$ cat src/rtl/ucdw_pkg.sv
package ucdw_pkg;

	localparam int PADDR_W = 3;
	localparam int PDATA_W = 32;

	// Register indexes, taken from paddr[2].
	localparam logic REG_HID_CLASS  = 1'b0;
	localparam logic REG_PREF_PROTO = 1'b1;

	localparam logic [7:0] HID_CLASS_RESET  = 8'd3;
	localparam logic [7:0] PREF_PROTO_RESET = 8'd1;

	localparam logic [7:0] KIND_INTERFACE = 8'h04;
	localparam logic [7:0] KIND_HID       = 8'h21;
	localparam logic [7:0] KIND_ENDPOINT  = 8'h05;

	localparam logic [15:0] MIN_SET_LENGTH = 16'd9;
	localparam logic [7:0]  MIN_DESC_LENGTH = 8'd2;
	localparam logic [15:0] POS_LIMIT = 16'hFFFF;
	localparam logic [1:0]  EP_TYPE_INTERRUPT = 2'h3;
	localparam int          BODY_DEPTH = 7;

	typedef enum logic [1:0] {
		ST_PARSED     = 2'd0,
		ST_BAD_LENGTH = 2'd1,
		ST_TRUNCATED  = 2'd2
	} status_t;

	typedef struct packed {
		logic [7:0]  if_number;
		logic [7:0]  if_class;
		logic [7:0]  if_subclass;
		logic [7:0]  if_protocol;
		logic [15:0] report_length;
		logic [7:0]  ep_address;
		logic [15:0] ep_packet_size;
		logic [7:0]  ep_poll_interval;
		logic [3:0]  ep_index;
	} kept_t;

	localparam kept_t KEPT_RESET = '{
		if_number:        8'd0,
		if_class:         8'd0,
		if_subclass:      8'd0,
		if_protocol:      8'd0,
		report_length:    16'd0,
		ep_address:       8'd0,
		ep_packet_size:   16'd8,
		ep_poll_interval: 8'd10,
		ep_index:         4'd1
	};

	typedef struct packed {
		status_t status;
		logic    interface_found;
		kept_t   kept;
	} result_t;

endpackage

$ cat src/rtl/ucdw_if.sv
interface ucdw_in_if;
	logic       valid;
	logic       ready;
	logic [7:0] data_byte;
	logic       first_byte;
	logic       last_byte;

	modport source (output valid, output data_byte, output first_byte, output last_byte,
		input ready);
	modport sink (input valid, input data_byte, input first_byte, input last_byte,
		output ready);
endinterface

interface ucdw_out_if;
	logic        valid;
	logic        ready;
	logic [1:0]  status;
	logic        interface_found;
	logic [7:0]  chosen_interface;
	logic [7:0]  chosen_class;
	logic [7:0]  chosen_subclass;
	logic [7:0]  chosen_protocol;
	logic [15:0] report_length;
	logic [7:0]  endpoint_address;
	logic [15:0] endpoint_packet_size;
	logic [7:0]  endpoint_poll_interval;
	logic [3:0]  endpoint_index;

	modport source (output valid, output status, output interface_found,
		output chosen_interface, output chosen_class, output chosen_subclass,
		output chosen_protocol, output report_length, output endpoint_address,
		output endpoint_packet_size, output endpoint_poll_interval,
		output endpoint_index, input ready);
	modport sink (input valid, input status, input interface_found,
		input chosen_interface, input chosen_class, input chosen_subclass,
		input chosen_protocol, input report_length, input endpoint_address,
		input endpoint_packet_size, input endpoint_poll_interval,
		input endpoint_index, output ready);
endinterface

$ cat src/rtl/usb_config_descriptor_walker_top.sv
// Walks a USB configuration descriptor set presented one byte per item and picks one HID
// interface (a boot keyboard, by protocol, in preference), its report length and its first
// interrupt IN endpoint. The block takes one byte every cycle; a byte is registered on entry
// and, as it leaves the input register, its effect on the walk and on the kept selection is
// registered, and a last byte loads its result into the output register. Bytes keep flowing
// while a result waits in the output register; only a last byte waits for that register to be
// taken. Selections persist from one set to the next. The set length limit is MAX_SET_LENGTH.
module usb_config_descriptor_walker_top #(
	parameter int MAX_SET_LENGTH = 255
) (
	input  logic                         clk,
	input  logic                         arst_n,
	input  logic                         psel,
	input  logic                         penable,
	input  logic                         pwrite,
	input  logic [ucdw_pkg::PADDR_W-1:0] paddr,
	input  logic [ucdw_pkg::PDATA_W-1:0] pwdata,
	output logic [ucdw_pkg::PDATA_W-1:0] prdata,
	output logic                         pready,
	ucdw_in_if.sink                      descriptor,
	ucdw_out_if.source                   selection
);
	import ucdw_pkg::*;

	localparam logic [15:0] MAX_LEN = 16'(MAX_SET_LENGTH);

	// Configuration registers.
	logic [7:0] hid_class_q;
	logic [7:0] pref_proto_q;

	// Input register.
	logic       valid_s1;
	logic [7:0] byte_s1;
	logic       first_s1;
	logic       last_s1;

	// Walk state.
	logic [15:0] pos_q;
	logic [15:0] decl_q;
	logic [15:0] start_q;
	logic [7:0]  dlen_q;
	logic [7:0]  dkind_q;
	logic [7:0]  body_q [BODY_DEPTH];
	logic        stopped_q;
	logic        locked_q;
	logic        have_q;
	logic        capt_q;
	kept_t       kept_q;

	// Result register.
	logic    res_valid_q;
	result_t res_q;

	// Next-state values.
	logic [15:0] pos_d;
	logic [15:0] decl_d;
	logic [15:0] start_d;
	logic [7:0]  dlen_d;
	logic [7:0]  dkind_d;
	logic [7:0]  body_d [BODY_DEPTH];
	logic        stopped_d;
	logic        locked_d;
	logic        have_d;
	logic        capt_d;
	kept_t       kept_d;
	result_t     res_d;

	logic s1_adv;
	logic cfg_wr;

	assign cfg_wr = psel && penable && pwrite;
	assign pready = 1'b1;

	always_comb begin
		case (paddr[2])
			REG_HID_CLASS:  prdata = {{(PDATA_W-8){1'b0}}, hid_class_q};
			REG_PREF_PROTO: prdata = {{(PDATA_W-8){1'b0}}, pref_proto_q};
			default:        prdata = '0;
		endcase
	end

	always_ff @(posedge clk or negedge arst_n) begin
		if (!arst_n) begin
			hid_class_q  <= HID_CLASS_RESET;
			pref_proto_q <= PREF_PROTO_RESET;
		end else if (cfg_wr) begin
			case (paddr[2])
				REG_HID_CLASS:  hid_class_q <= pwdata[7:0];
				REG_PREF_PROTO: pref_proto_q <= pwdata[7:0];
				default: ;
			endcase
		end
	end

	// The item in the input register moves on unless it needs the result register and that is
	// still occupied.
	assign s1_adv = valid_s1 && (!last_s1 || !res_valid_q || selection.ready);
	assign descriptor.ready = !valid_s1 || s1_adv;

	always_ff @(posedge clk or negedge arst_n) begin
		if (!arst_n) begin
			valid_s1 <= 1'b0;
		end else if (descriptor.ready) begin
			valid_s1 <= descriptor.valid;
		end
	end

	always_ff @(posedge clk) begin
		if (descriptor.valid && descriptor.ready) begin
			byte_s1  <= descriptor.data_byte;
			first_s1 <= descriptor.first_byte;
			last_s1  <= descriptor.last_byte;
		end
	end

	always_comb begin
		logic        restart;
		logic [15:0] p;
		logic [15:0] diff;
		logic [16:0] next_start;
		logic [16:0] end_pos;
		logic [15:0] pos_inc;
		logic        bad;
		logic        overrun;
		logic        hid;
		logic        kbd;
		logic        header_known;

		restart   = first_s1 || (pos_q == 16'd0);
		p         = restart ? 16'd0 : pos_q;
		decl_d    = restart ? 16'd0 : decl_q;
		start_d   = restart ? 16'd0 : start_q;
		dlen_d    = restart ? 8'd0 : dlen_q;
		dkind_d   = restart ? 8'd0 : dkind_q;
		stopped_d = restart ? 1'b0 : stopped_q;
		locked_d  = restart ? 1'b0 : locked_q;
		have_d    = restart ? 1'b0 : have_q;
		capt_d    = restart ? 1'b0 : capt_q;
		body_d    = body_q;
		kept_d    = kept_q;
		diff      = p - start_d;
		next_start = '0;
		end_pos   = '0;
		overrun   = 1'b0;
		hid       = 1'b0;
		kbd       = 1'b0;

		// Header bytes: offset of the first sub-descriptor and the declared total length.
		if (p == 16'd0) begin
			start_d = {8'd0, byte_s1};
			diff    = p - start_d;
		end else if (p == 16'd2) begin
			decl_d = {8'd0, byte_s1};
		end else if (p == 16'd3) begin
			decl_d[15:8] = byte_s1;
		end
		bad = (decl_d < MIN_SET_LENGTH) || (decl_d > MAX_LEN);
		if (p == 16'd3 && bad) begin
			stopped_d = 1'b1;
		end

		if (!stopped_d && p >= start_d) begin
			if (p == start_d) begin
				dlen_d = byte_s1;
				for (int i = 0; i < BODY_DEPTH; i++) begin
					body_d[i] = 8'd0;
				end
				if (byte_s1 < MIN_DESC_LENGTH) begin
					stopped_d = 1'b1;
				end
			end else begin
				if (diff == 16'd1) begin
					dkind_d = byte_s1;
				end
				for (int i = 0; i < BODY_DEPTH; i++) begin
					if (diff == 16'(i + 2)) begin
						body_d[i] = byte_s1;
					end
				end
				next_start = {1'b0, start_d} + {9'd0, dlen_d};
				end_pos    = next_start - 17'd1;
				if ({1'b0, p} == end_pos) begin
					// A sub-descriptor that ends before byte 3 of the set has no effect.
					overrun = (p >= 16'd3) && (next_start > {1'b0, decl_d});
					if (overrun) begin
						stopped_d = 1'b1;
					end else begin
						if (p >= 16'd3) begin
							hid = body_d[3] == hid_class_q;
							kbd = hid && (body_d[5] == pref_proto_q);
							case (dkind_d)
								KIND_INTERFACE: begin
									if ((kbd && !locked_d) || (hid && !have_d)) begin
										kept_d.if_number   = body_d[0];
										kept_d.if_class    = body_d[3];
										kept_d.if_subclass = body_d[4];
										kept_d.if_protocol = body_d[5];
										kept_d.ep_index    = 4'd0;
										have_d = 1'b1;
										capt_d = 1'b1;
										if (kbd) begin
											locked_d = 1'b1;
										end
									end else begin
										capt_d = 1'b0;
									end
								end
								KIND_HID: begin
									if (capt_d) begin
										kept_d.report_length = {body_d[6], body_d[5]};
									end
								end
								KIND_ENDPOINT: begin
									if (capt_d && body_d[0][7] &&
										(body_d[1][1:0] == EP_TYPE_INTERRUPT) &&
										(kept_d.ep_index == 4'd0)) begin
										kept_d.ep_address       = body_d[0];
										kept_d.ep_packet_size   = {body_d[3], body_d[2]};
										kept_d.ep_poll_interval = body_d[4];
										kept_d.ep_index         = body_d[0][3:0];
									end
								end
								default: ;
							endcase
						end
						start_d = next_start[15:0];
					end
				end
			end
		end

		pos_inc = (p == POS_LIMIT) ? p : p + 16'd1;
		pos_d   = last_s1 ? 16'd0 : pos_inc;

		header_known = pos_inc >= 16'd4;
		if (header_known && bad) begin
			res_d.status = ST_BAD_LENGTH;
		end else if (!header_known || pos_inc < decl_d) begin
			res_d.status = ST_TRUNCATED;
		end else begin
			res_d.status = ST_PARSED;
		end
		res_d.interface_found = (res_d.status != ST_BAD_LENGTH) && have_d;
		res_d.kept = kept_d;
	end

	always_ff @(posedge clk or negedge arst_n) begin
		if (!arst_n) begin
			pos_q     <= 16'd0;
			decl_q    <= 16'd0;
			start_q   <= 16'd0;
			dlen_q    <= 8'd0;
			dkind_q   <= 8'd0;
			stopped_q <= 1'b0;
			locked_q  <= 1'b0;
			have_q    <= 1'b0;
			capt_q    <= 1'b0;
			kept_q    <= KEPT_RESET;
		end else if (s1_adv) begin
			pos_q     <= pos_d;
			decl_q    <= decl_d;
			start_q   <= start_d;
			dlen_q    <= dlen_d;
			dkind_q   <= dkind_d;
			stopped_q <= stopped_d;
			locked_q  <= locked_d;
			have_q    <= have_d;
			capt_q    <= capt_d;
			kept_q    <= kept_d;
		end
	end

	always_ff @(posedge clk) begin
		if (s1_adv) begin
			body_q <= body_d;
		end
	end

	always_ff @(posedge clk or negedge arst_n) begin
		if (!arst_n) begin
			res_valid_q <= 1'b0;
		end else if (s1_adv && last_s1) begin
			res_valid_q <= 1'b1;
		end else if (selection.ready) begin
			res_valid_q <= 1'b0;
		end
	end

	always_ff @(posedge clk) begin
		if (s1_adv && last_s1) begin
			res_q <= res_d;
		end
	end

	assign selection.valid                  = res_valid_q;
	assign selection.status                 = res_q.status;
	assign selection.interface_found        = res_q.interface_found;
	assign selection.chosen_interface       = res_q.kept.if_number;
	assign selection.chosen_class           = res_q.kept.if_class;
	assign selection.chosen_subclass        = res_q.kept.if_subclass;
	assign selection.chosen_protocol        = res_q.kept.if_protocol;
	assign selection.report_length          = res_q.kept.report_length;
	assign selection.endpoint_address       = res_q.kept.ep_address;
	assign selection.endpoint_packet_size   = res_q.kept.ep_packet_size;
	assign selection.endpoint_poll_interval = res_q.kept.ep_poll_interval;
	assign selection.endpoint_index         = res_q.kept.ep_index;

	// A new result only ever follows a last byte leaving the input register.
	a_result_from_last: assert property (@(posedge clk) disable iff (!arst_n)
		$rose(res_valid_q) |-> $past(valid_s1 && last_s1))
		else $error("result raised without a last byte");

	// A locked keyboard choice implies a kept interface, and so does capturing.
	a_lock_needs_iface: assert property (@(posedge clk) disable iff (!arst_n)
		(locked_q || capt_q) |-> have_q)
		else $error("interface flags inconsistent");

	// A bad total length never reports a found interface.
	a_bad_not_found: assert property (@(posedge clk) disable iff (!arst_n)
		res_valid_q |-> !(res_q.interface_found && res_q.status == ST_BAD_LENGTH))
		else $error("interface reported with bad length");

	// A last byte blocked by a full result register stays in the input register unchanged.
	a_last_holds: assert property (@(posedge clk) disable iff (!arst_n)
		(valid_s1 && last_s1 && res_valid_q && !selection.ready) |=>
		(valid_s1 && last_s1 && $stable(byte_s1)))
		else $error("blocked last byte lost");

endmodule

$ cat src/flat_wrapper.sv
// flat-port wrapper written by rule: the top's interface ports become plain ports
module usb_config_descriptor_walker_top_flat import ucdw_pkg::*;
#(
	parameter int MAX_SET_LENGTH = 255
)
  (clk, arst_n, psel, penable, pwrite, paddr, pwdata, prdata, pready, descriptor_valid, descriptor_data_byte, descriptor_first_byte, descriptor_last_byte, descriptor_ready, selection_valid, selection_status, selection_interface_found, selection_chosen_interface, selection_chosen_class, selection_chosen_subclass, selection_chosen_protocol, selection_report_length, selection_endpoint_address, selection_endpoint_packet_size, selection_endpoint_poll_interval, selection_endpoint_index, selection_ready);
  ucdw_in_if descriptor_i ();
  ucdw_out_if selection_i ();
  input  logic clk;
  input  logic arst_n;
  input  logic psel;
  input  logic penable;
  input  logic pwrite;
  input  logic [ucdw_pkg::PADDR_W-1:0] paddr;
  input  logic [ucdw_pkg::PDATA_W-1:0] pwdata;
  output logic [ucdw_pkg::PDATA_W-1:0] prdata;
  output logic pready;
  input wire logic [$bits(descriptor_i.valid)-1:0] descriptor_valid;
  input wire logic [$bits(descriptor_i.data_byte)-1:0] descriptor_data_byte;
  input wire logic [$bits(descriptor_i.first_byte)-1:0] descriptor_first_byte;
  input wire logic [$bits(descriptor_i.last_byte)-1:0] descriptor_last_byte;
  output wire logic [$bits(descriptor_i.ready)-1:0] descriptor_ready;
  output wire logic [$bits(selection_i.valid)-1:0] selection_valid;
  output wire logic [$bits(selection_i.status)-1:0] selection_status;
  output wire logic [$bits(selection_i.interface_found)-1:0] selection_interface_found;
  output wire logic [$bits(selection_i.chosen_interface)-1:0] selection_chosen_interface;
  output wire logic [$bits(selection_i.chosen_class)-1:0] selection_chosen_class;
  output wire logic [$bits(selection_i.chosen_subclass)-1:0] selection_chosen_subclass;
  output wire logic [$bits(selection_i.chosen_protocol)-1:0] selection_chosen_protocol;
  output wire logic [$bits(selection_i.report_length)-1:0] selection_report_length;
  output wire logic [$bits(selection_i.endpoint_address)-1:0] selection_endpoint_address;
  output wire logic [$bits(selection_i.endpoint_packet_size)-1:0] selection_endpoint_packet_size;
  output wire logic [$bits(selection_i.endpoint_poll_interval)-1:0] selection_endpoint_poll_interval;
  output wire logic [$bits(selection_i.endpoint_index)-1:0] selection_endpoint_index;
  input wire logic [$bits(selection_i.ready)-1:0] selection_ready;
  assign descriptor_i.valid = descriptor_valid;
  assign descriptor_i.data_byte = descriptor_data_byte;
  assign descriptor_i.first_byte = descriptor_first_byte;
  assign descriptor_i.last_byte = descriptor_last_byte;
  assign descriptor_ready = descriptor_i.ready;
  assign selection_valid = selection_i.valid;
  assign selection_status = selection_i.status;
  assign selection_interface_found = selection_i.interface_found;
  assign selection_chosen_interface = selection_i.chosen_interface;
  assign selection_chosen_class = selection_i.chosen_class;
  assign selection_chosen_subclass = selection_i.chosen_subclass;
  assign selection_chosen_protocol = selection_i.chosen_protocol;
  assign selection_report_length = selection_i.report_length;
  assign selection_endpoint_address = selection_i.endpoint_address;
  assign selection_endpoint_packet_size = selection_i.endpoint_packet_size;
  assign selection_endpoint_poll_interval = selection_i.endpoint_poll_interval;
  assign selection_endpoint_index = selection_i.endpoint_index;
  assign selection_i.ready = selection_ready;
  usb_config_descriptor_walker_top #(.MAX_SET_LENGTH(MAX_SET_LENGTH)) u_core (.clk(clk), .arst_n(arst_n), .psel(psel), .penable(penable), .pwrite(pwrite), .paddr(paddr), .pwdata(pwdata), .prdata(prdata), .pready(pready), .descriptor(descriptor_i), .selection(selection_i));
endmodule
$ cat config.mk
export PLATFORM = sky130hd
export DESIGN_NAME = usb_config_descriptor_walker_top_flat
export DESIGN_NICKNAME = d
export VERILOG_FILES = /design/src/rtl/ucdw_pkg.sv /design/src/rtl/ucdw_if.sv /design/src/rtl/usb_config_descriptor_walker_top.sv /design/src/flat_wrapper.sv
export SDC_FILE = /design/constraint.sdc
export NUM_CORES = 1
export LEC_CHECK = 0
export ABC_AREA = 0
export BUFFER_PORTS_ARGS = -buffer_cell sky130_fd_sc_hd__buf_2
export CORE_UTILIZATION = 55
export DETAILED_ROUTE_END_ITERATION = 10
export GPL_ROUTABILITY_DRIVEN = 1
export PLACE_DENSITY_LB_ADDON = 0.05
export SLEW_MARGIN = 25
export SYNTH_ARGS = -nofsm -noshare
export SYNTH_HDL_FRONTEND = slang
export SYNTH_SLANG_ARGS = --single-unit
$ cat constraint.sdc
create_clock -name clk -period 9.6 [get_ports clk]
set_input_delay 0.96 -clock clk [delete_from_list [all_inputs] [get_ports clk]]
set_output_delay 0.96 -clock clk [all_outputs]
set_load 0.005 [all_outputs]
==> results.txt <==
* Most area-consuming cells after synthesis: sky130_fd_sc_hd__edfxtp_1 (23%), sky130_fd_sc_hd__dfrtp_1 (21%), sky130_fd_sc_hd__mux2_2 (11%)
- The multi-input combinational cells in the finished layout cover a total of 9810 µm².
- The repair_antennas step left the layout with diodes totalling 0.
- For this run, the post-layout net count is 1,953.
- The floorplan step set the die height to ~190 µm.
- In this run the tool buffered the top-level ports with 122 buffer cells.
- CTS tree: built
* Area grow syn2layout: 13.0%
- The number of antenna violations at the first check in global routing was 2.
* Average vias per placed instance: roughly 6.3
- CP Launch Type: flip-flop
* Post-route standard cell area excluding fillers: around 22,000 µm²
- Setup repair after global routing left no endpoint under its margin.
* # setup viols final: 0
- For the pin with the worst max-slew slack, the measured transition is 0.968 ns.
* Hold buffer count at CTS: 0
* Portion of the post-synthesis area used by sequential elements: 45.4%
- Number of design-rule violations left by the first detailed-router iteration: 1,167
- Area of the die: 35,500 µm²
* Standard-cell row count: 67
- The number of cells on the worst reg-to-reg path is 20.
- Worst vdd ir: between 0.1 and 0.15 mV
- During synthesis, Yosys emitted a total of 0 warnings.
- Period minus WS final: roughly 8.7 ns
- Area after DPL: around 20,000 µm²
* Top cell type's share of synthesized area: 23.1%
* Post-cts resize count: 0
- Global-route wire length before repair: roughly 83,000 µm
* Data required time at the worst endpoint: 10.01 ns
- The routed design has around 53,000 µm of wire.
- Across all hold checks on the routed design, the worst slack comes to around 0.34 ns.
* Storage element area: about 8700 µm²
* Pwr/cell area: roughly 160 nW/µm²
- After detailed placement, the design holds a cell count of about 2,300.
* Synthesized netlist cell count: 1,738
- For the final database, setup skew stands at around 0.015 ns.
- The number of max-slew violations in the final report was 0.
* Number of buffers added for setup after CTS: 0
* Top Ports: roughly 170
* Sum of internal, switching and leakage power: 3.44 mW
- In the routed design, unresolved DRC markers number 0.
* Fill cells: around 2,700
- Among all flip-flop cells after synthesis, the most frequent one is sky130_fd_sc_hd__dfrtp_1.
* Number of enable-type register cells in the synthesized netlist: 147
- Effective utilization at floorplan: a little under three fifths
* Slew margin rel.: around 35%
- The die is ~190 µm wide.
- For this design the static power due to leakage is about 9.4 nW.
- Maximum operating frequency: 115 MHz
* Maximum number of pins on one net before global-route repair: 73
* Cell area after technology mapping: approximately 19,000 µm²
- The critical path starts at u_core.first_s1.
- Excluding fillers, the count of instances in the completed layout stands at roughly 2,300.
- No sink is reached through more buffers than the 3 on the longest clock path.
- sky130_fd_sc_hd__edfxtp_1 takes more of the synthesized area than any other cell.
- Number of routed nets with antenna violations: 0
* H-tree depth: 2
* Number of buffers created by CTS: 37
- Post-route setup TNS: 0 ns
* Number of distinct library cells after synthesis: between 90 and 100
- Detailed placement HPWL: 36,900 µm
- Post-layout util: a little under two thirds
* Period utilization: roughly 90%
* Global placement routability congestion: between 0.9 and 1
- After synthesis, the share of flip-flops with an asynchronous set or reset is around 54%.
- Dividing the detail-routed wire length by the instance count gives 23.0 µm.
* Final Hold Viols: 0
* Pre-CTS worst setup slack: between 1 and 1.5 ns
- Post-route setup slack: approximately 0.93 ns
- The synthesized design contains approximately 320 register bits.
- Number of vias after detailed routing: approximately 15,000
* Number of global-route vias before repair: 14,200
- Ratio of cells with drive above 1 in the final layout: between 20% and 30%
* Grt ovf: 0
- Class of the most critical hold timing path: in2async
- GRT Resource Usage Total: 30.3%
- Crit path DAT: roughly 9 ns
* Router iterations before antenna repair: 6
* R2r endpoint: u_core.kept_q[58]
- After clock tree synthesis, the clock-pin slew on the worst setup and hold paths is roughly 0.07 ns.
* Area of the core: between 30,000 and 40,000 µm²
- The setup check on the worst reg-to-reg path leaves a slack of roughly 0.93 ns.
- In this run the clock root is driven by a sky130_fd_sc_hd__clkbuf_16.
- At the later pin of the worst-skew pair, clock insertion delay measures roughly 0.53 ns.
- WS Path Type: reg2reg
- Reg2reg start: u_core.first_s1
- Across the run, the number of max-cap violations was 0.
- Clock net sink count: 317
- STA classifies the critical path endpoint as a flip-flop.
* Highest net fanout along the worst path: 27
- Result of the run: completed
- Averaged over all synthesized cells, the footprint is 11.0 µm².
final cells by class:
cell class	count	area share [%]
tap	448	2.60
clock buffer	51	5.00
clock inverter	17	1.17
inverter	42	0.730
timing repair buffer	171	4.90
multi-input combinational	1279	45.4
sequential	317	40.2
cell usage in the layout (no fill, tap or decap), types with 30 or more instances in the layout:
cell type,synthesis,final
sky130_fd_sc_hd__mux2_2,190,190
sky130_fd_sc_hd__xnor2_1,46,46
sky130_fd_sc_hd__buf_2,11,121
sky130_fd_sc_hd__nand4_1,30,30
sky130_fd_sc_hd__ha_1,53,53
sky130_fd_sc_hd__clkbuf_16,0,38
sky130_fd_sc_hd__nand3_1,32,32
sky130_fd_sc_hd__inv_1,42,42
sky130_fd_sc_hd__edfxtp_1,147,147
sky130_fd_sc_hd__buf_4,25,43
sky130_fd_sc_hd__o21ai_0,75,75
sky130_fd_sc_hd__a22o_1,42,42
sky130_fd_sc_hd__dfrtp_1,163,163
sky130_fd_sc_hd__and2_1,63,63
sky130_fd_sc_hd__nand2_1,143,142
sky130_fd_sc_hd__a21oi_1,50,50
sky130_fd_sc_hd__xor2_1,31,31
sky130_fd_sc_hd__nor2_1,67,65
worst max path at each step:
stage	cells past startpoint	endpoint	slack, ns
6_report	20	u_core.kept_q[58]	0.93
5_1_grt	30	u_core.selection.chosen_protocol[6]	0.62
4_1_cts	22	u_core.kept_q[59]	1.13
3_5_place_dp	22	u_core.kept_q[57]	1.19
3_3_place_gp	20	u_core.kept_q[59]	1.25
2_1_floorplan	32	u_core.selection.endpoint_packet_size[0]	1.91
logic make-up after synthesis:
| family | after synthesis | share of synthesized area [%] |
|---|---|---|
| AO/OA/AOI/OAI | 348 | 13.3 |
| XOR/XNOR | 79 | 3.77 |
| adder cells (fa/ha/maj) | 53 | 3.47 |
| buffers and inverters | 165 | 4.04 |
| flip-flops | 317 | 45.4 |
| multiplexers | 249 | 15.0 |
| other | 2 | 0.0393 |
| AND/OR/NAND/NOR | 525 | 15.0 |
where the power goes:
part	internal, mW	leakage [nW]	switching, mW	total [mW]
clock	0.931	0.642	0.584	1.52
combinational	0.153	5.01	0.261	0.414
sequential	1.46	3.74	0.0442	1.51
total	2.55	9.39	0.890	3.44
cells in the mapped netlist, types with 31 or more instances:
master                     number
sky130_fd_sc_hd__clkbuf_1      75
sky130_fd_sc_hd__inv_1         42
sky130_fd_sc_hd__mux2_2       190
sky130_fd_sc_hd__and2_1        63
sky130_fd_sc_hd__nand3_1       32
sky130_fd_sc_hd__o21ai_0       75
sky130_fd_sc_hd__xor2_1        31
sky130_fd_sc_hd__xnor2_1       46
sky130_fd_sc_hd__a22o_1        42
sky130_fd_sc_hd__edfxtp_1     147
sky130_fd_sc_hd__a21oi_1       50
sky130_fd_sc_hd__dfrtp_1      163
sky130_fd_sc_hd__nor2_1        67
sky130_fd_sc_hd__ha_1          53
sky130_fd_sc_hd__nand2_1      143
worst max-delay path: stages, from the launching register on:
cell and delay [ns]:
sky130_fd_sc_hd__edfxtp_1 0.38, sky130_fd_sc_hd__inv_1 0.30, sky130_fd_sc_hd__nand2_1 0.27, sky130_fd_sc_hd__ha_1 0.39, sky130_fd_sc_hd__nor3b_1 0.23, sky130_fd_sc_hd__a41oi_2 0.63, sky130_fd_sc_hd__and3_1 0.48, sky130_fd_sc_hd__inv_1 0.22
sky130_fd_sc_hd__ha_1 0.56, sky130_fd_sc_hd__and4_1 0.37, sky130_fd_sc_hd__and2_1 0.22, sky130_fd_sc_hd__nand2_1 0.17, sky130_fd_sc_hd__or4b_2 0.63, sky130_fd_sc_hd__a311o_1 0.53, sky130_fd_sc_hd__or4_4 0.70, sky130_fd_sc_hd__mux2_4 0.38
sky130_fd_sc_hd__a221oi_2 0.37, sky130_fd_sc_hd__o211ai_1 0.29, sky130_fd_sc_hd__or4_2 0.78, sky130_fd_sc_hd__buf_12 0.22, sky130_fd_sc_hd__mux2_4 0.33
sequential cells by signal (all words and copies together) (netlist names), 2 cells and up:
name and flops:
u_core.body_q 50, u_core.byte_s1 8, u_core.decl_q 16, u_core.dkind_q 8, u_core.dlen_q 8, u_core.hid_class_q 8
u_core.kept_q 84, u_core.pos_q 16, u_core.pref_proto_q 8, u_core.selection.chosen_class 8, u_core.selection.chosen_interface 8, u_core.selection.chosen_protocol 8
u_core.selection.chosen_subclass 8, u_core.selection.endpoint_address 8, u_core.selection.endpoint_index 4, u_core.selection.endpoint_packet_size 16, u_core.selection.endpoint_poll_interval 8, u_core.selection.report_length 16
u_core.selection.status 2, u_core.start_q 16
layer usage:
| metal | global-route usage, % | wire length, µm |
|---|---|---|
| met1 | 45.6 | 24900 |
| met4 | 8.13 | 1190 |
| met5 | 0 | 18 |
| met2 | 45.7 | 23400 |
| met3 | 4.27 | 3820 |
(Power assumes the default switching activity.)
